<file path="config.mk">
export PLATFORM = sky130hd
export DESIGN_NAME = tcr_ram
export DESIGN_NICKNAME = d
export VERILOG_FILES = /design/src/rtl/tcr_ram.sv
export SDC_FILE = /design/constraint.sdc
export NUM_CORES = 1
export LEC_CHECK = 0
export BUFFER_PORTS_ARGS = -buffer_cell sky130_fd_sc_hd__buf_4
export CAP_MARGIN = 10
export CORE_ASPECT_RATIO = 0.5
export CORE_MARGIN = 1
export CORE_UTILIZATION = 30
export CTS_BUF_LIST = sky130_fd_sc_hd__clkbuf_8
export DETAILED_ROUTE_END_ITERATION = 10
export GPL_TIMING_DRIVEN = 0
export PLACE_DENSITY_LB_ADDON = 0.08
export SLEW_MARGIN = 20
export SYNTH_ARGS = -nofsm -noshare
export SYNTH_HDL_FRONTEND = slang
export SYNTH_SLANG_ARGS = --single-unit
</file>
<file path="constraint.sdc">
create_clock -name clock -period 1.77 [get_ports clock]
set_clock_uncertainty 0.05 [all_clocks]
set_input_delay 0.0885 -clock clock [delete_from_list [all_inputs] [get_ports clock]]
set_output_delay 0.0885 -clock clock [all_outputs]
set_load 0.02 [all_outputs]
</file>
<file path="src/rtl/tcr_ram.sv">
// ----------------------------------------------------------------------------
// Text console renderer RAM
// Simple dual-port synchronous RAM: one write port, one registered read port.
// ----------------------------------------------------------------------------
module tcr_ram #(
   parameter int DATA_BITS = 8,
   parameter int DEPTH     = 16,
   localparam int ADDR_BITS = (DEPTH > 1) ? $clog2(DEPTH) : 1
) (
   input  logic                 clock,
   input  logic                 wr_en,
   input  logic [ADDR_BITS-1:0] wr_addr,
   input  logic [DATA_BITS-1:0] wr_data,
   input  logic [ADDR_BITS-1:0] rd_addr,
   output logic [DATA_BITS-1:0] rd_data_ff
);

   logic [DATA_BITS-1:0] store_ff [DEPTH];

   always_ff @(posedge clock) begin
      if (wr_en) begin
         store_ff[wr_addr] <= wr_data;
      end
   end

   always_ff @(posedge clock) begin
      rd_data_ff <= store_ff[rd_addr];
   end

endmodule

</file>
==> results of run 1 <==
-- cells in the final DEF, fill, tap and decap left out --
cell,n
inv_1,1
mux4_1,14
bufinv_16,4
a22oi_2,1
buf_6,3
buf_2,3
nand2b_1,2
and2b_1,1
mux4_2,18
dfxtp_1,8
clkbuf_8,17
clkdlybuf4s25_2,3
dlygate4sd3_1,8
nand2_1,9
clkinv_2,3
edfxtp_1,128
nor2b_1,1
buf_4,26
nand3b_1,2
clkinvlp_4,4
and2_1,1
nor2_1,13
nor3_2,4
nand3_1,1
clkinv_1,2
clkinv_4,1
or3b_2,1
a22oi_1,15
-- layout make-up --
cell class / instances / area share
Clock buffer: 17 / 0.0381
Tap cell: 227 / 0.0462
Sequential cell: 136 / 0.652
Multi-Input combinational cell: 83 / 0.176
Timing Repair Buffer: 33 / 0.0436
Buffer: 10 / 0.0141
Clock inverter: 15 / 0.0301
-- cells by family (layout without fill, tap and decap cells) --
group / count (synthesis) / count (layout) / share of synthesized area
simple gates: 35 / 35 / 0.0318
flops: 136 / 136 / 0.778
mux: 32 / 32 / 0.150
compound gates: 16 / 16 / 0.0233
buf+inv: 10 / 75 / 0.0168
-- what timing repair did --
item,4_1_cts,5_1_grt
setup endpoints to repair,0,1
hold buffers,8,0
endpoints found under the hold margin,128,0
gates resized for setup,0,1
-- registers in the layout (all words and copies together), names as in the netlist --
register,cells
store_ff,128
rd_data_ff,8
-- metrics by stage --
step           utilization  TNS [ns]
2_1_floorplan            -         0
3_3_place_gp         0.339    -10.79
3_5_place_dp         0.341     -2.29
4_1_cts              0.371         0
5_1_grt              0.371         0
6_report             0.371         0
-- final timing paths --
kind,startpoint,to,slack (ns)
min reg2reg,store_ff[7][4]$_DFFE_PP_,rd_data_ff[4]$_DFF_P_,0.63
max,store_ff[9][1]$_DFFE_PP_,rd_data_ff[1]$_DFF_P_,0.06
max reg2reg,store_ff[9][1]$_DFFE_PP_,rd_data_ff[1]$_DFF_P_,0.06
min,wr_addr[1],store_ff[4][3]$_DFFE_PP_,0.04
-- synth_stat cells, drive strengths merged --
cell           instances  area share
and2b                  1      0.0015
nand3b                 2      0.0029
a22oi                 16       0.023
nor3                   4      0.0039
clkdlybuf4s25          3      0.0058
nor2                  13      0.0095
buf                    7       0.011
or3b                   1      0.0017
and2                   1      0.0012
mux4                  32        0.15
dfxtp                  8       0.031
nand2b                 2      0.0024
edfxtp               128        0.75
nand2                  9      0.0066
nor2b                  1      0.0012
nand3                  1     0.00097
-- worst reg2reg max path, stage by stage, from the launching register on --
cell	delay [ns]
edfxtp_1	0.35
mux4_1	0.54
a22oi_1	0.45
nand2_1	0.17
-- power groups by stage --
stage               clock network (uW)  logic (uW)  registers [uW]
floorplan                            0         183            3710
global placement                     0         407            3680
detailed placement                   0         416            3690
CTS                               2780         431            3610
global route                      2900         455            3620
finish                            2710         423            3610
-- per-layer routing --
layer  up-vias  share of wire  GRT usage
met5         -              0          0
met4         0         0.0079     0.0526
met3         4          0.048     0.0509
met2        37           0.47      0.214
met1      1286           0.48      0.191
li1       1074              -          -
==> reports/qor_table.md, run 1 <==
| Quantity | Reported | Unit |
|---|---|---|
| Number of instances in the synthesized netlist | 229 | - |
| # Post-CTS Setup Buffers | 0 | - |
| Wire length per cell after detailed routing | 22.0 | um |
| Leakage component of the power | 0.00201 | uW |
| Via-to-Cell Ratio | 4.61 | - |
| Vias in the first global route | 2591 | - |
| Final Wtd Congestion | 0.697 | - |
| RSZ-0062 raised after global routing | no | - |
| Run status | finished clean | - |
| Portion of total power attributed to the clock network | 0.402 | - |
| Clock tree from TritonCTS | yes | - |
| Critical path endpoint category | flop | - |
| Mean post-synth cell area | 22.5 | sq um |
| Worst path arrival time | 1.94 | ns |
| Fill cell total of the finished layout | 1513 | - |
| Diodes inserted | 0 | - |
| Count of antenna-violating nets left after detailed routing | 0 | - |
| Initial core utilization | 0.311 | - |
| Pin count of the biggest net entering global routing | 17 | - |
| Number of instances in the placed design | 481 | - |
| Area of the multi-input gates | 0.00108 | sq mm |
| Floorplan die height | 94.6 | um |
| Later-pin clock latency in the skew report | 0.43 | ns |
| Number of top-level pins | 26 | - |
| Number of antenna violations at the first check in global routing | 0 | - |
| Number of buffers between clock root and the deepest sink | 2 | - |
| Total routed wirelength | 11500 | um |
| Synthesized Nets | 247 | - |
| Die W | 187 | um |
| Via count | 2401 | - |
| Ratio of total power to cell area | 1100 | mW/mm^2 |
| Total of endpoints with negative setup slack in the final report | 0 | - |
| Clock edge transition at the registers on the reported setup and hold paths | 0.08 | ns |
| Sink Count | 136 | - |
| Depth of the worst register-to-register path | 3 | - |
| Sequential-to-total area share from yosys stat | 0.778 | - |
| Global router's overall resource usage | 0.143 | - |
| Critical path class | reg -> reg | - |
| Startpoint Class | flop | - |
| Switching portion of total power | 0.216 | - |
| Number of library cell types mapped by synthesis | 19 | - |
| Slowest cell on the critical path | mux4_1 | - |
| Achievable clock frequency | 0.585 | GHz |
| Final instance count without filler cells | 521 | - |
| Total of warnings raised by yosys | 0 | - |
| Number of cells on the critical path | 3 | - |
| Number of buffer and inverter stages on the critical path | 0 | - |
| Placeable core region | 0.0166 | sq mm |
| DR pass1 iterations | 4 | - |
| Final non-filler cell area | 0.00614 | sq mm |
| H-tree depth | 4 | - |
| Required time of the critical path | 2.00 | ns |
| Number of nets at the end of the flow | 299 | - |
| Min Hold Slack | 0.0435 | ns |
| Port-buffer cells | 24 | - |
| Clock period minus final worst setup slack | 1.71 | ns |
| Max-slew violations | 0 | - |
| Hold-critical path depth | 2 | - |
| Global route total overflow | 0 | - |
| Power spent charging and discharging nets | 1460 | uW |
| Worst Tran Pin Value | 0.869 | ns |
| Total internal power | 5290 | uW |
| Count of state elements after synthesis | 136 | - |
| Min-delay worst type | in -> reg | - |
| Clock root buffer | clkbuf_8 | - |
| Wire length of the first global-routing pass | 17100 | um |
| Max_slew headroom | 0.419 | - |
| Floorplan row count | 33 | - |
| Number of failing hold endpoints at the final stage | 0 | - |
| 1st-iter DRT viols | 202 | - |
| Number of remaining DRC errors | 0 | - |
| Area used by sequential logic in the layout | 0.00400 | sq mm |
| Die area | 0.0177 | sq mm |
| HPWL reported at the end of detailed placement | 7440 | um |
| Fraction of final layout cells sized beyond drive strength 1 | 0.299 | - |
| Max Fanout on Critical Path | 1 | - |
| Share of the clock period used by the worst path after layout | 0.965 | - |
| Placed cell area | 0.00564 | sq mm |
| Cell type group with the largest total delay on the critical path | multiplexers | - |
| Largest voltage drop on the vdd net | 405 | uV |
| Crit-path cells | mux4_1, a22oi_1, nand2_1 | - |
| Largest stage delay, worst path | 0.54 | ns |
| P&R area growth vs syn | 19.3 | % |
| Part of the total power dissipated in sequential elements | 0.536 | - |
| Cell area after technology mapping | 0.00515 | sq mm |
| Maximum Capacitance Violations | 0 | - |
| Combinational power share | 0.063 | - |
| Post-Place Setup Slack | -0.109 | ns |
| Clock buffer count from CTS | 17 | - |
| PnR worst setup slack | 0.0613 | ns |
| PnR Total Power | 6740 | uW |
Power figures use the tool's default switching activity.
==> inputs of run 2 (changes only) <==
--- a/config.mk
+++ b/config.mk
@@ -5,9 +5,10 @@
 export SDC_FILE = /design/constraint.sdc
 export NUM_CORES = 1
 export LEC_CHECK = 0
+export ABC_AREA = 1
 export BUFFER_PORTS_ARGS = -buffer_cell sky130_fd_sc_hd__buf_4
 export CAP_MARGIN = 10
-export CORE_ASPECT_RATIO = 0.5
+export CORE_ASPECT_RATIO = 1.1
 export CORE_MARGIN = 1
 export CORE_UTILIZATION = 30
 export CTS_BUF_LIST = sky130_fd_sc_hd__clkbuf_8
==> run 2 against run 1 <==
  * Sequential power barely moved
  * Critical path depth grew 2
  * Synthesized cell count up 140%
  * Critical endpoint unchanged
  * Total power increased by 2.4%
  * First-iteration DRC count grew 3.5%
  * Global-route usage grew 2.7 points
  * Final area up 9.8%
  * Hold slack improved by 0.014 ns
  * Via count is 60% higher
  * Die area rose by 12%
==> reports/qor_table.md, run 2 <==
| Quantity | Reported | Unit | Delta |
|---|---|---|---|
| Run status | finished clean | - | unchanged |
| Die area | 0.0198 | sq mm | was 0.0177 sq mm |
| Crit-path cells | dlygate4sd3_1, buf_1, inv_1, nand3_1, nand2_1 | - | was mux4_1, a22oi_1, nand2_1 |
| Required time of the critical path | 2.07 | ns | was 2.00 ns |
| Cells resized by post-CTS repair | 0 | - | unchanged |
| Slowest cell on the critical path | dlygate4sd3_1 | - | was mux4_1 |
| Fraction of final layout cells sized beyond drive strength 1 | 0.121 | - | was 0.299 |
| Commonest non-fill, non-tap cell in the layout | nand2_1 | - | was edfxtp_1 |
| Die W | 134 | um | was 187 um |
| Post-Route M1 WL | 7060 | um | was 5490 um |
| Max-slew violations | 0 | - | unchanged |
| Depth of the worst register-to-register path | 6 | - | was 3 |
| Cell area after technology mapping | 0.00577 | sq mm | was 0.00515 sq mm |
| Area used by sequential logic in the layout | 0.00400 | sq mm | unchanged |
| Cell type group with the largest total delay on the critical path | buffers and inverters | - | was multiplexers |
| Terminus of the critical flop-to-flop path | rd_data_ff[3]$_DFF_P_ | - | was rd_data_ff[1]$_DFF_P_ |
| Worst path arrival time | 1.58 | ns | was 1.94 ns |
| Critical path endpoint category | flop | - | unchanged |
| Mean post-synth cell area | 10.5 | sq um | was 22.5 sq um |
| Number of library cell types mapped by synthesis | 12 | - | was 19 |
| Port-buffer cells | 22 | - | was 24 |
| Final Wtd Congestion | 0.805 | - | was 0.697 |
| Clock edge transition at the registers on the reported setup and hold paths | 0.08 | ns | about the same |
| Synth cell count leaders | nand2_1 (173), edfxtp_1 (128), inv_1 (100), nand3_1 (97), nor2_1 (17) | - | was edfxtp_1 (128), mux4_2 (18), a22oi_1 (16), mux4_1 (14), nor2_1 (13) |
| Number of cells on the critical path | 5 | - | was 3 |
| Achievable clock frequency | 0.781 | GHz | was 0.585 GHz |
| Max reg flops | 128 | - | unchanged |
| Clock buffer count from CTS | 17 | - | unchanged |
| Power spent charging and discharging nets | 1640 | uW | was 1460 uW |
| Global route total overflow | 0 | - | unchanged |
| Leakage component of the power | 0.00285 | uW | was 0.00201 uW |
| Number of instances in the synthesized netlist | 551 | - | was 229 |
| Share of the clock period used by the worst path after layout | 0.724 | - | was 0.965 |
| Clock period minus final worst setup slack | 1.28 | ns | was 1.71 ns |
| Maximum Capacitance Violations | 0 | - | unchanged |
| Final instance count without filler cells | 857 | - | was 521 |
| Commonest cells after routing, fill and taps aside | nand2_1 (173), edfxtp_1 (128), inv_1 (100) | - | was edfxtp_1 (128), buf_4 (26), mux4_2 (18) |
| 1st-iter DRT viols | 209 | - | was 202 |
| Largest stage delay, worst path | 0.52 | ns | was 0.54 ns |
| Number of buffer and inverter stages on the critical path | 3 | - | was 0 |
| Worst Min Path Start | rd_addr[2] | - | was wr_addr[1] |
| Reg2reg setup slack | 0.65 | ns | was 0.06 ns |
| HPWL reported at the end of detailed placement | 10400 | um | was 7440 um |
| Global router's overall resource usage | 0.169 | - | was 0.143 |
| Register with the most flip-flops | store_ff | - | unchanged |
| Regs by FF count | store_ff: 128 flops, rd_data_ff: 8 flops | - | unchanged |
| Number of remaining DRC errors | 0 | - | unchanged |
| Number of nets at the end of the flow | 619 | - | was 299 |
| Initial core utilization | 0.310 | - | was 0.311 |
| Startpoint Class | primary input | - | was flop |
| Later-pin clock latency in the skew report | 0.46 | ns | was 0.43 ns |
| Fill cell total of the finished layout | 1927 | - | was 1513 |
| Critical path class | in -> reg | - | was reg -> reg |
| Portion of total power attributed to the clock network | 0.399 | - | was 0.402 |
| RSZ-0062 raised after global routing | no | - | unchanged |
| Number of top-level pins | 26 | - | unchanged |
| Detailed route wirelength on metal3 | 631 | um | was 548 um |
| Worst Tran Pin Value | 1.00 | ns | was 0.869 ns |
| Yosys top cell by area | edfxtp_1 | - | unchanged |
| Diodes inserted | 0 | - | unchanged |
| Min-delay worst type | in -> reg | - | unchanged |
| Clock root buffer | clkbuf_8 | - | unchanged |
| H-tree depth | 4 | - | unchanged |
| Sequential-to-total area share from yosys stat | 0.694 | - | was 0.778 |
| Startpoint of the most critical register-to-register path | store_ff[14][3]$_DFFE_PP_ | - | was store_ff[9][1]$_DFFE_PP_ |
| DR pass1 iterations | 4 | - | unchanged |
| EDFF count, synth | 128 | - | unchanged |
| Ranking of synthesized cells by area | edfxtp_1 (67%), nand2_1 (11%), nand3_1 (8.4%), inv_1 (6.5%), dfxtp_1 (2.8%) | - | was edfxtp_1 (75%), mux4_2 (7.9%), mux4_1 (7.1%), dfxtp_1 (3.1%), a22oi_1 (2.3%) |
| Placeable core region | 0.0186 | sq mm | was 0.0166 sq mm |
| Total internal power | 5270 | uW | was 5290 uW |
| P&R area growth vs syn | 16.9 | % | was 19.3% |
| Switching portion of total power | 0.237 | - | was 0.216 |
| Via-to-Cell Ratio | 4.48 | - | was 4.61 |
| Floorplan die height | 147 | um | was 94.6 um |
| Worst setup path endpoint | rd_data_ff[1]$_DFF_P_ | - | unchanged |
| Hold-critical path depth | 4 | - | was 2 |
| Synthesized Nets | 569 | - | was 247 |
| Highest layer used for signal routing | met4 | - | unchanged |
| Wire length per cell after detailed routing | 18.3 | um | was 22.0 um |
| Post-synth top area share | 0.667 | - | was 0.747 |
| Ratio of total power to cell area | 1020 | mW/mm^2 | was 1100 mW/mm^2 |
| Sink Count | 136 | - | unchanged |
| Vias in the first global route | 3708 | - | was 2591 |
| Part of the total power dissipated in sequential elements | 0.523 | - | was 0.536 |
| Number of antenna violations at the first check in global routing | 0 | - | unchanged |
| Worst setup startpoint | rd_addr[3] | - | was store_ff[9][1]$_DFFE_PP_ |
| Wire length of the first global-routing pass | 23100 | um | was 17100 um |
| Routed length on met2 | 7680 | um | was 5340 um |
| Count of state elements after synthesis | 136 | - | unchanged |
| Most common cell in the netlist | nand2_1 | - | was edfxtp_1 |
| Count of antenna-violating nets left after detailed routing | 0 | - | unchanged |
| Fraction of registers with async set/reset | 0 | - | unchanged |
| Largest voltage drop on the vdd net | 459 | uV | was 405 uV |
| Number of failing hold endpoints at the final stage | 0 | - | unchanged |
| Via count | 3842 | - | was 2401 |
| Max Fanout on Critical Path | 9 | - | was 1 |
| Max_slew headroom | 0.331 | - | was 0.419 |
| Total routed wirelength | 15700 | um | was 11500 um |
| Total of warnings raised by yosys | 0 | - | unchanged |
| Fin Setup TNS | 0 | ns | unchanged |
| Number of buffers between clock root and the deepest sink | 2 | - | unchanged |
| Clock tree from TritonCTS | yes | - | unchanged |
| Pin count of the biggest net entering global routing | 17 | - | unchanged |
| Combinational power share | 0.079 | - | was 0.063 |
| Synth Flop Type | edfxtp_1 | - | unchanged |
| Number of instances in the placed design | 816 | - | was 481 |
| Area of the multi-input gates | 0.00121 | sq mm | was 0.00108 sq mm |
| Total of endpoints with negative setup slack in the final report | 0 | - | unchanged |
| Floorplan row count | 52 | - | was 33 |
## run 2: layout make-up
type,instances,area share
tap,243,0.0451
inverter,102,0.0568
clock buffer,17,0.0347
multi-input combinational,289,0.180
sequential,136,0.594
clock inverter,15,0.0273
buffer,24,0.0247
timing repair buffer,31,0.0378
## run 2: worst min path at each step
| stage | to |
|---|---|
| final | rd_data_ff[0]$_DFF_P_ |
| after global routing | rd_data_ff[3]$_DFF_P_ |
| after CTS | rd_data_ff[0]$_DFF_P_ |
| after detailed placement | store_ff[0][2]$_DFFE_PP_ |
| after global placement | store_ff[4][2]$_DFFE_PP_ |
| after floorplan | store_ff[0][0]$_DFFE_PP_ |
## run 2: repair_timing
action / CTS / global route
setup buffers: 0 / 0
endpoints found under the hold margin: 129 / 0
hold buffers: 9 / 0
## run 2: metrics by stage
| stage | hold slack (ns) | instance area, sq um | util | power (uW) | setup slack [ns] |
|---|---|---|---|---|---|
| CTS | 0.0337 | 6740 | 0.362 | 6950 | 0.550 |
| global route | 0.0722 | 6740 | 0.362 | 7140 | 0.433 |
| global placement | 0.395 | 6240 | 0.335 | 4220 | 0.0729 |
| detailed placement | 0.391 | 6240 | 0.335 | 4220 | 0.0567 |
| finish | 0.0580 | 6740 | 0.362 | 6910 | 0.489 |
| floorplan | 0.137 | 5770 | - | 3960 | 0.681 |
## run 2: logic make-up (layout without fill, tap and decap cells)
kind of cell           Yosys count  in the layout  share of synthesized area
and+or+nand+nor                289            289                      0.210
DFF                            136            136                      0.694
buffers and inverters          126            189                     0.0952
## run 2: power by group through the flow
stage	sequential [uW]	combinational, uW	clock, uW
final	3610	543	2750
after global routing	3620	595	2920
after detailed placement	3690	537	0
after CTS	3610	554	2790
after global placement	3680	536	0
after floorplan	3710	254	0
## run 2: tightest hold or removal path, stage by stage
cell and delay (ns):
buf_2 0.16, nand3_1 0.12, nand3_1 0.08, nand2_1 0.08
## run 2: metal layers
layer  vias up  track usage
li1       1873            -
met1      1850        0.217
met2        97        0.285
met3        22       0.0309
met4         0       0.0652
met5         -            0
