$ cat config.mk
export PLATFORM = sky130hd
export DESIGN_NAME = tcr_ctrl
export DESIGN_NICKNAME = d
export VERILOG_FILES = /design/src/rtl/tcr_pkg.sv /design/src/rtl/tcr_ctrl.sv
export SDC_FILE = /design/constraint.sdc
export NUM_CORES = 1
export LEC_CHECK = 0
export ABC_AREA = 1
export BUFFER_PORTS_ARGS = -buffer_cell sky130_fd_sc_hd__buf_4
export CORE_MARGIN = 4
export CORE_UTILIZATION = 50
export DETAILED_ROUTE_END_ITERATION = 8
export PLACE_DENSITY = 0.68
export SLEW_MARGIN = 0
export SYNTH_ARGS = -nofsm -noshare
export SYNTH_HDL_FRONTEND = slang
export SYNTH_SLANG_ARGS = --single-unit
$ cat constraint.sdc
create_clock -name clock -period 7.2 [get_ports clock]
set_input_delay 1.44 -clock clock [delete_from_list [all_inputs] [get_ports clock]]
set_output_delay 1.44 -clock clock [all_outputs]
set_load 0.01 [all_outputs]
$ cat src/rtl/tcr_pkg.sv
// ----------------------------------------------------------------------------
// Text console renderer package
// Shared constants, codes and word layouts of the text console renderer.
// ----------------------------------------------------------------------------
package tcr_pkg;

   // default geometry
   localparam int GLYPH_WIDTH_DEF  = 8;
   localparam int GLYPH_HEIGHT_DEF = 16;
   localparam int MAX_WIDTH_DEF    = 640;
   localparam int MAX_HEIGHT_DEF   = 480;

   // pixel store word: eight one-bit pixels, lowest bit first
   localparam int WORD_BITS  = 8;
   localparam int WORD_SHIFT = 3;

   // field widths
   localparam int ACTION_BITS = 2;
   localparam int CODE_BITS   = 8;
   localparam int COL_BITS    = 10;
   localparam int ROW_BITS    = 9;
   localparam int GROW_BITS   = 4;
   localparam int GBITS_BITS  = 8;
   localparam int COLOR_BITS  = 24;
   localparam int GLYPH_MSB   = 7;

   localparam int REQ_USER_BITS = 2;
   localparam int REQ_DATA_BITS = 40;
   localparam int RSP_DATA_BITS = 48;
   localparam int CSR_IDX_BITS  = 1;
   localparam int CSR_DATA_BITS = 10;

   localparam logic [COLOR_BITS-1:0] LIT_COLOR    = 24'hFFFFFF;
   localparam logic [CODE_BITS-1:0]  CODE_NEWLINE = 8'd10;
   localparam logic [CODE_BITS-1:0]  CODE_RETURN  = 8'd13;
   localparam logic [COL_BITS-1:0]   WIDTH_RESET  = 10'd640;
   localparam logic [ROW_BITS-1:0]   HEIGHT_RESET = 9'd480;

   typedef enum logic [ACTION_BITS-1:0] {
      ACT_PUT   = 2'd0,
      ACT_READ  = 2'd1,
      ACT_LOAD  = 2'd2,
      ACT_CLEAR = 2'd3
   } action_type;

   typedef enum logic [CSR_IDX_BITS-1:0] {
      REG_WIDTH  = 1'b0,
      REG_HEIGHT = 1'b1
   } reg_index_type;

   typedef struct packed {
      logic [COL_BITS-1:0] width;
      logic [ROW_BITS-1:0] height;
   } screen_type;

   typedef struct packed {
      action_type            action;
      logic [CODE_BITS-1:0]  char_code;
      logic [COL_BITS-1:0]   pixel_x;
      logic [ROW_BITS-1:0]   pixel_y;
      logic [GROW_BITS-1:0]  glyph_row;
      logic [GBITS_BITS-1:0] glyph_bits;
   } request_type;

   typedef struct packed {
      logic [COL_BITS-1:0]   cursor_col;
      logic [ROW_BITS-1:0]   cursor_row;
      logic [COLOR_BITS-1:0] pixel_color;
      logic                  scrolled;
   } response_type;

endpackage

$ cat src/rtl/tcr_ctrl.sv
// ----------------------------------------------------------------------------
// Text console renderer sequencer
// Walks the pixel and glyph stores: paint, scroll, clear, pixel read, load.
// ----------------------------------------------------------------------------
module tcr_ctrl #(
   parameter int GLYPH_WIDTH  = tcr_pkg::GLYPH_WIDTH_DEF,
   parameter int GLYPH_HEIGHT = tcr_pkg::GLYPH_HEIGHT_DEF,
   parameter int MAX_WIDTH    = tcr_pkg::MAX_WIDTH_DEF,
   parameter int MAX_HEIGHT   = tcr_pkg::MAX_HEIGHT_DEF,
   localparam int PIX_WORDS   = (MAX_WIDTH * MAX_HEIGHT + tcr_pkg::WORD_BITS - 1)
                                / tcr_pkg::WORD_BITS,
   localparam int PAW         = $clog2(PIX_WORDS),
   localparam int GLYPH_WORDS = 256 * GLYPH_HEIGHT,
   localparam int GAW         = $clog2(GLYPH_WORDS)
) (
   input  logic                              clock,
   input  logic                              reset,
   input  tcr_pkg::screen_type               screen,
   input  logic                              req_valid,
   output logic                              req_ready,
   input  tcr_pkg::request_type              req,
   output logic                              rsp_valid,
   input  logic                              rsp_ready,
   output tcr_pkg::response_type             rsp,
   output logic                              pix_wr_en,
   output logic [PAW-1:0]                    pix_wr_addr,
   output logic [tcr_pkg::WORD_BITS-1:0]     pix_wr_data,
   output logic [PAW-1:0]                    pix_rd_addr,
   input  logic [tcr_pkg::WORD_BITS-1:0]     pix_rd_data,
   output logic                              glyph_wr_en,
   output logic [GAW-1:0]                    glyph_wr_addr,
   output logic [tcr_pkg::GBITS_BITS-1:0]    glyph_wr_data,
   output logic [GAW-1:0]                    glyph_rd_addr,
   input  logic [tcr_pkg::GBITS_BITS-1:0]    glyph_rd_data
);

   import tcr_pkg::*;

   localparam int BAW  = $clog2(MAX_WIDTH * MAX_HEIGHT + 1);
   localparam int RCW  = (GLYPH_HEIGHT > 1) ? $clog2(GLYPH_HEIGHT) : 1;
   localparam int PYW  = ROW_BITS + 1;
   localparam int XT   = COL_BITS + 2;
   localparam int YT   = ROW_BITS + 2;
   localparam int SPAN = 2 * WORD_BITS;

   typedef enum logic [17:0] {
      ST_BOOT    = 18'h00001,
      ST_IDLE    = 18'h00002,
      ST_CLEAR   = 18'h00004,
      ST_GLYPH   = 18'h00008,
      ST_MASK    = 18'h00010,
      ST_PRD     = 18'h00020,
      ST_PWR     = 18'h00040,
      ST_CURSOR  = 18'h00080,
      ST_SC_SIZE = 18'h00100,
      ST_SC_BAND = 18'h00200,
      ST_SC_RD0  = 18'h00400,
      ST_SC_RD1  = 18'h00800,
      ST_SC_RD2  = 18'h01000,
      ST_SC_WR   = 18'h02000,
      ST_RMUL    = 18'h04000,
      ST_RRD     = 18'h08000,
      ST_RDATA   = 18'h10000,
      ST_DONE    = 18'h20000
   } state_type;

   state_type            state_ff, state_in;
   request_type          req_ff, req_in;
   response_type         rsp_ff, rsp_in;
   logic                 rsp_valid_ff, rsp_valid_in;
   logic [COL_BITS-1:0]  cx_ff, cx_in;
   logic [ROW_BITS-1:0]  cy_ff, cy_in;
   logic [RCW-1:0]       row_ff, row_in;
   logic [BAW-1:0]       prod_ff, prod_in;
   logic [BAW-1:0]       band_ff, band_in;
   logic [BAW-1:0]       keep_ff, keep_in;
   logic [SPAN-1:0]      mask_ff, mask_in;
   logic [PAW-1:0]       word_ff, word_in;
   logic                 half_ff, half_in;
   logic                 rowok_ff, rowok_in;
   logic [PAW-1:0]       wcnt_ff, wcnt_in;
   logic [PAW-1:0]       last_ff, last_in;
   logic [WORD_BITS-1:0] src0_ff, src0_in;
   logic [WORD_BITS-1:0] src1_ff, src1_in;
   logic                 inrange_ff, inrange_in;
   logic [WORD_SHIFT-1:0] bit_ff, bit_in;
   logic                 hit_ff, hit_in;
   logic                 scrolled_ff, scrolled_in;

   logic [PYW-1:0]       py;
   logic [BAW-1:0]       base;
   logic [BAW-1:0]       read_base;
   logic [BAW-1:0]       src_word;
   logic [SPAN-1:0]      pair;
   logic [SPAN-1:0]      paint_mask;
   logic                 last_row;
   logic                 is_nl;
   logic                 is_cr;
   logic [XT-1:0]        x_curs;
   logic [YT-1:0]        y_curs;
   logic                 need_scroll;

   function automatic logic [PAW-1:0] clamp_word(input logic [BAW-1:0] v);
      if (v > BAW'(PIX_WORDS - 1)) begin
         clamp_word = PAW'(PIX_WORDS - 1);
      end else begin
         clamp_word = v[PAW-1:0];
      end
   endfunction

   // bits of word k that lie below bit address lim
   function automatic logic [WORD_BITS-1:0] low_mask(input logic [PAW-1:0] k,
                                                     input logic [BAW-1:0] lim);
      logic [BAW-1:0]        lim_word;
      logic [WORD_SHIFT-1:0] lim_bit;
      lim_word = lim >> WORD_SHIFT;
      lim_bit  = lim[WORD_SHIFT-1:0];
      if (BAW'(k) < lim_word) begin
         low_mask = '1;
      end else if (BAW'(k) == lim_word) begin
         low_mask = (WORD_BITS'(1) << lim_bit) - WORD_BITS'(1);
      end else begin
         low_mask = '0;
      end
   endfunction

   assign py        = PYW'(cy_ff) + PYW'(row_ff);
   assign base      = prod_ff + BAW'(cx_ff);
   assign read_base = prod_ff + BAW'(req_ff.pixel_x);
   assign src_word  = BAW'(wcnt_ff) + (band_ff >> WORD_SHIFT);
   assign pair      = {src1_ff, src0_ff} >> band_ff[WORD_SHIFT-1:0];
   assign last_row  = (row_ff == RCW'(GLYPH_HEIGHT - 1));
   assign glyph_rd_addr = GAW'(req_ff.char_code) * GAW'(GLYPH_HEIGHT) + GAW'(row_ff);

   assign req_ready = (state_ff == ST_IDLE);
   assign rsp_valid = rsp_valid_ff;
   assign rsp       = rsp_ff;

   // lit pixels of the current glyph row inside the screen width, placed at the bit offset
   always_comb begin
      paint_mask = '0;
      for (int c = 0; c < GLYPH_WIDTH; c++) begin
         if (glyph_rd_data[GLYPH_MSB-c] &&
             (XT'(cx_ff) + XT'(c) < XT'(screen.width))) begin
            paint_mask[int'(base[WORD_SHIFT-1:0]) + c] = 1'b1;
         end
      end
   end

   // cursor advance, wrap and scroll decision
   always_comb begin
      is_nl = (req_ff.char_code == CODE_NEWLINE);
      is_cr = (req_ff.char_code == CODE_RETURN);
      if (is_nl || is_cr) begin
         x_curs = '0;
      end else begin
         x_curs = XT'(cx_ff) + XT'(GLYPH_WIDTH);
      end
      y_curs = YT'(cy_ff) + (is_nl ? YT'(GLYPH_HEIGHT) : YT'(0));
      if (x_curs + XT'(GLYPH_WIDTH) > XT'(screen.width)) begin
         x_curs = '0;
         y_curs = y_curs + YT'(GLYPH_HEIGHT);
      end
      need_scroll = (y_curs + YT'(GLYPH_HEIGHT) > YT'(screen.height));
   end

   always_comb begin
      state_in     = state_ff;
      req_in       = req_ff;
      rsp_in       = rsp_ff;
      rsp_valid_in = rsp_valid_ff && !rsp_ready;
      cx_in        = cx_ff;
      cy_in        = cy_ff;
      row_in       = row_ff;
      prod_in      = prod_ff;
      band_in      = band_ff;
      keep_in      = keep_ff;
      mask_in      = mask_ff;
      word_in      = word_ff;
      half_in      = half_ff;
      rowok_in     = rowok_ff;
      wcnt_in      = wcnt_ff;
      last_in      = last_ff;
      src0_in      = src0_ff;
      src1_in      = src1_ff;
      inrange_in   = inrange_ff;
      bit_in       = bit_ff;
      hit_in       = hit_ff;
      scrolled_in  = scrolled_ff;

      pix_wr_en     = 1'b0;
      pix_wr_addr   = wcnt_ff;
      pix_wr_data   = '0;
      pix_rd_addr   = wcnt_ff;
      glyph_wr_en   = 1'b0;
      glyph_wr_addr = GAW'(req.char_code) * GAW'(GLYPH_HEIGHT) + GAW'(req.glyph_row);
      glyph_wr_data = req.glyph_bits;

      case (state_ff)
         ST_BOOT, ST_CLEAR: begin
            pix_wr_en = 1'b1;
            wcnt_in   = wcnt_ff + PAW'(1);
            if (wcnt_ff == PAW'(PIX_WORDS - 1)) begin
               wcnt_in = '0;
               if (state_ff == ST_CLEAR) begin
                  cx_in    = '0;
                  cy_in    = '0;
                  state_in = ST_DONE;
               end else begin
                  state_in = ST_IDLE;
               end
            end
         end
         ST_IDLE: begin
            if (req_valid) begin
               req_in      = req;
               hit_in      = 1'b0;
               scrolled_in = 1'b0;
               row_in      = '0;
               wcnt_in     = '0;
               case (req.action)
                  ACT_PUT: begin
                     if (req.char_code == CODE_NEWLINE || req.char_code == CODE_RETURN) begin
                        state_in = ST_CURSOR;
                     end else begin
                        state_in = ST_GLYPH;
                     end
                  end
                  ACT_READ:  state_in = ST_RMUL;
                  ACT_LOAD: begin
                     glyph_wr_en = (int'(req.glyph_row) < GLYPH_HEIGHT);
                     state_in    = ST_DONE;
                  end
                  ACT_CLEAR: state_in = ST_CLEAR;
                  default:   state_in = ST_DONE;
               endcase
            end
         end
         ST_GLYPH: begin
            rowok_in = (py < PYW'(screen.height));
            prod_in  = BAW'(py) * BAW'(screen.width);
            state_in = ST_MASK;
         end
         ST_MASK: begin
            mask_in = paint_mask;
            word_in = PAW'(base >> WORD_SHIFT);
            half_in = (paint_mask[WORD_BITS-1:0] == '0);
            if (rowok_ff && paint_mask != '0) begin
               state_in = ST_PRD;
            end else if (last_row) begin
               state_in = ST_CURSOR;
            end else begin
               row_in   = row_ff + RCW'(1);
               state_in = ST_GLYPH;
            end
         end
         ST_PRD: begin
            pix_rd_addr = word_ff + PAW'(half_ff);
            state_in    = ST_PWR;
         end
         ST_PWR: begin
            pix_wr_en   = 1'b1;
            pix_wr_addr = word_ff + PAW'(half_ff);
            pix_wr_data = pix_rd_data | (half_ff ? mask_ff[SPAN-1:WORD_BITS]
                                                 : mask_ff[WORD_BITS-1:0]);
            if (!half_ff && mask_ff[SPAN-1:WORD_BITS] != '0) begin
               half_in  = 1'b1;
               state_in = ST_PRD;
            end else if (last_row) begin
               state_in = ST_CURSOR;
            end else begin
               row_in   = row_ff + RCW'(1);
               state_in = ST_GLYPH;
            end
         end
         ST_CURSOR: begin
            cx_in = COL_BITS'(x_curs);
            if (need_scroll) begin
               cy_in       = ROW_BITS'(int'(screen.height) - GLYPH_HEIGHT);
               scrolled_in = 1'b1;
               state_in    = ST_SC_SIZE;
            end else begin
               cy_in    = ROW_BITS'(y_curs);
               state_in = ST_DONE;
            end
         end
         ST_SC_SIZE: begin
            prod_in  = BAW'(screen.width) * BAW'(screen.height);
            band_in  = BAW'(screen.width) * BAW'(GLYPH_HEIGHT);
            state_in = ST_SC_BAND;
         end
         ST_SC_BAND: begin
            keep_in  = prod_ff - band_ff;
            last_in  = PAW'((prod_ff - BAW'(1)) >> WORD_SHIFT);
            wcnt_in  = '0;
            state_in = ST_SC_RD0;
         end
         ST_SC_RD0: begin
            pix_rd_addr = clamp_word(src_word);
            state_in    = ST_SC_RD1;
         end
         ST_SC_RD1: begin
            src0_in     = pix_rd_data;
            pix_rd_addr = clamp_word(src_word + BAW'(1));
            state_in    = ST_SC_RD2;
         end
         ST_SC_RD2: begin
            src1_in     = pix_rd_data;
            pix_rd_addr = wcnt_ff;
            state_in    = ST_SC_WR;
         end
         ST_SC_WR: begin
            // copy below keep, clear the band, hold bits past the screen
            pix_wr_en   = 1'b1;
            pix_wr_addr = wcnt_ff;
            pix_wr_data = (pair[WORD_BITS-1:0] & low_mask(wcnt_ff, keep_ff)) |
                          (pix_rd_data & ~low_mask(wcnt_ff, prod_ff));
            if (wcnt_ff == last_ff) begin
               state_in = ST_DONE;
            end else begin
               wcnt_in  = wcnt_ff + PAW'(1);
               state_in = ST_SC_RD0;
            end
         end
         ST_RMUL: begin
            prod_in    = BAW'(req_ff.pixel_y) * BAW'(screen.width);
            inrange_in = (req_ff.pixel_x < screen.width) &&
                         (req_ff.pixel_y < screen.height);
            state_in   = ST_RRD;
         end
         ST_RRD: begin
            pix_rd_addr = clamp_word(read_base >> WORD_SHIFT);
            bit_in      = read_base[WORD_SHIFT-1:0];
            state_in    = ST_RDATA;
         end
         ST_RDATA: begin
            hit_in   = inrange_ff && pix_rd_data[bit_ff];
            state_in = ST_DONE;
         end
         ST_DONE: begin
            if (!rsp_valid_ff || rsp_ready) begin
               rsp_valid_in       = 1'b1;
               rsp_in.cursor_col  = cx_ff;
               rsp_in.cursor_row  = cy_ff;
               rsp_in.pixel_color = hit_ff ? LIT_COLOR : '0;
               rsp_in.scrolled    = scrolled_ff;
               state_in           = ST_IDLE;
            end
         end
         default: state_in = ST_IDLE;
      endcase
   end

   always_ff @(posedge clock) begin
      if (reset) begin
         state_ff     <= ST_BOOT;
         rsp_valid_ff <= 1'b0;
         wcnt_ff      <= '0;
         cx_ff        <= '0;
         cy_ff        <= '0;
      end else begin
         state_ff     <= state_in;
         rsp_valid_ff <= rsp_valid_in;
         wcnt_ff      <= wcnt_in;
         cx_ff        <= cx_in;
         cy_ff        <= cy_in;
      end
   end

   always_ff @(posedge clock) begin
      req_ff      <= req_in;
      rsp_ff      <= rsp_in;
      row_ff      <= row_in;
      prod_ff     <= prod_in;
      band_ff     <= band_in;
      keep_ff     <= keep_in;
      mask_ff     <= mask_in;
      word_ff     <= word_in;
      half_ff     <= half_in;
      rowok_ff    <= rowok_in;
      last_ff     <= last_in;
      src0_ff     <= src0_in;
      src1_ff     <= src1_in;
      inrange_ff  <= inrange_in;
      bit_ff      <= bit_in;
      hit_ff      <= hit_in;
      scrolled_ff <= scrolled_in;
   end

endmodule

==> results_dict.tcl <==
set metrics [dict create \
    wl_met3_microns 7810 \
    finalMaxSlewViolations 0 \
    numCtsBuffers 28 \
    crit_top_cell "nand2_1" \
    cellPowerDensity_nw_per_um2 165 \
    synthFlopType "edfxtp_1" \
    yosys.area.top_type "edfxtp_1" \
    crit_start "row_ff[0]" \
    cts-root-buf "clkbuf_16" \
    fp-row-count 87 \
    fin_util 0.555 \
    start_util 0.508 \
    fin_tns_setup_ns 0 \
    hold_path.class "reg -> reg" \
    slew_headroom 0.281 \
    ant_nets 0 \
    reg2reg_setup_slack_ns 0.52 \
    drive_gt1_frac 0.102 \
    wl_met1_microns 37600 \
    place_congestion 0.975 \
    grt_pass1_wl_microns 136000 \
    syn_area_sq_um 28800 \
    layout.cells.non_filler 4716 \
    route.detailed.drc 0 \
    grt_use_total 0.282 \
    critical_path.max_stage_delay_ns 0.52 \
    worst_pin_slew_ns 1.07 \
    cts_tree "yes" \
    numClockSinks 218 \
    grt_max_degree 37 \
    final_nets 4549 \
    end_kind "flip-flop" \
    dpl.hpwl_microns 69100 \
    grt_overflow 0 \
    netlist_instances 3842 \
    num_vias 25800 \
    fin_hold_ws_ns 0.428 \
    met2WireLength_microns 38600 \
    die_area_sq_um 61500 \
    ys_seq_elements 218 \
    yosysUniqueCellTypes 83 \
    arrival_ns 6.99 \
    hold_buffers 0 \
    slowest_stage "fa_1" \
    grt_pass1_vias 24500 \
    synth_fp_nets 4453 \
    async_flop_share 0 \
    peakVddDrop_mv 0.233 \
    num-fill-cells 5367 \
    fmax_mhz 150 \
    rsz0062_at_grt "false" \
    pre_cts_slack_ns 0.144 \
    firstDrtPassIters 5 \
    ios 200 \
    area_delta_synth_final_pct 9.37 \
    wirelength_microns 87100 \
    critPathKind "reg -> reg" \
    finalSetupViolations 0 \
    layout_common_cells "893 x nand2_1, 676 x inv_1, 351 x ha_1" \
    post-route-period-util 0.928 \
    fin_worst_skew_ns 0.0310 \
    viasPerCell 5.46 \
    io_buffers 175 \
    ys_warn_count 0 \
    layout_min_cycle_time_ns 6.68 \
    die_x_microns 248 \
    layout_commonest_cell "nand2_1" \
    htree_levels 1 \
    synth_top_area_frac 0.171 \
    crit_required_ns 7.50 \
    p_leak_nw 16.5 \
    antenna_found_initial 0 \
    synth_edf_count 164 \
    antenna_cells 0 \
    worst_slack_ns 0.516 \
    status "complete, no violations" \
    crit_fanout 8 \
    yosysSeqAreaShare 0.209 \
    worst_r2r_endpoint "prod_ff[18]" \
    maxCapViolCount 0 \
    cts.path.max_buffers 3 \
    drt-wirelength-per-cell_microns 18.5 \
    hold_viol_final 0 \
    r2r_start "row_ff[0]" \
    avgSynthCellArea_sq_um 7.50 \
    top_layer_used "met4" \
    die_h_microns 248 \
    fp.coreArea_sq_um 56700 \
    ff2ff_path_depth 33 \
    synthTopCellsByArea "edfxtp_1 17%, ha_1 15%, fa_1 13%" \
    clk_pin_slew_worst_paths_ns 0.06 \
    clock_latency_ns 0.60 \
    cp-start-kind "flip-flop" \
    place_inst 4663 \
    endpoint "prod_ff[18]" \
    dr.first_iter.drc_count 2190 \
]
## cell families after synthesis
kind of cell | synth area share
compound gates | 0.0904
xor+xnor | 0.0531
fa+ha+maj | 0.278
buf+inv | 0.121
flops | 0.209
mux | 0.00104
simple gates | 0.248
## area by class of cell
type | count | area, sq um | share of cell area
clock buffer | 32 | 716 | 0.0227
clock inverter | 20 | 254 | 0.00806
inverter | 712 | 2680 | 0.0850
multi-input combinational | 2767 | 19300 | 0.613
sequential | 218 | 6010 | 0.191
tap | 756 | 946 | 0.0300
timing repair buffer | 211 | 1580 | 0.0503
## where the power goes
part | switching (mW) | total (mW) | internal [mW] | leakage [nW]
Sequential | 0.0634 | 1.46 | 1.39 | 1.93
Clock | 0.625 | 1.49 | 0.867 | 0.453
Combinational | 1.38 | 2.25 | 0.864 | 14.2
## synth_stat cells (54+ instances only)
| cell | number |
|---|---|
| nand2_1 | 893 |
| inv_1 | 677 |
| ha_1 | 351 |
| nor2_1 | 303 |
| a21oi_1 | 202 |
| fa_1 | 180 |
| nand3_1 | 173 |
| edfxtp_1 | 164 |
| xor2_1 | 123 |
| o21ai_0 | 110 |
| nand4_1 | 73 |
| clkbuf_1 | 60 |
| buf_4 | 56 |
| nor3_1 | 55 |
| dfxtp_1 | 54 |
## routing by layer
| metal | vias up | GRT usage |
|---|---|---|
| met1 | 12000 | 0.395 |
| li1 | 12500 | - |
| met4 | 0 | 0.0846 |
| met2 | 1064 | 0.454 |
| met5 | - | 0 |
| met3 | 170 | 0.0447 |
## stage by stage
step	instance area (sq um)	total power [mW]
2_1_floorplan	28800	3.11
3_3_place_gp	30500	3.68
3_5_place_dp	30500	3.70
4_1_cts	31500	5.20
5_1_grt	31500	5.61
6_report	31500	5.20
## worst min path at each step
stage	from	endpoint	depth (start not counted)	slack (ns)
after floorplan	scrolled_ff	rsp[0]	0	0.40
after global placement	hit_ff	rsp[23]	0	0.42
after detailed placement	hit_ff	rsp[23]	0	0.41
after CTS	hit_ff	rsp[23]	0	0.43
after global routing	hit_ff	rsp[23]	0	0.43
final	hit_ff	rsp[23]	0	0.43
## sequential cells by signal, summed over array words and instances, names as in the netlist, 9 cells and up
signal,flops
rsp,21
cx_ff,10
cy_ff,9
keep_ff,19
wcnt_ff,16
last_ff,16
band_ff,10
prod_ff,19
word_ff,16
req_ff,27
state_ff,18
mask_ff,16
## critical path: cells and delay by family, from the launching register on
kind	cells	cell delay, ns
AOI/OAI and AO/OA	4	0.61
xor gates and xnor gates	1	0.12
adders and majority gates	8	3.21
buffers and inverters	5	0.41
DFF	1	0.48
and+or+nand+nor	15	1.58
## timing repair
item | CTS | global route
setup endpoints to repair | 0 | 5
buffers inserted | 0 | 1
gates resized for setup | 0 | 6
Note: power is estimated with default switching activity, not from simulation.
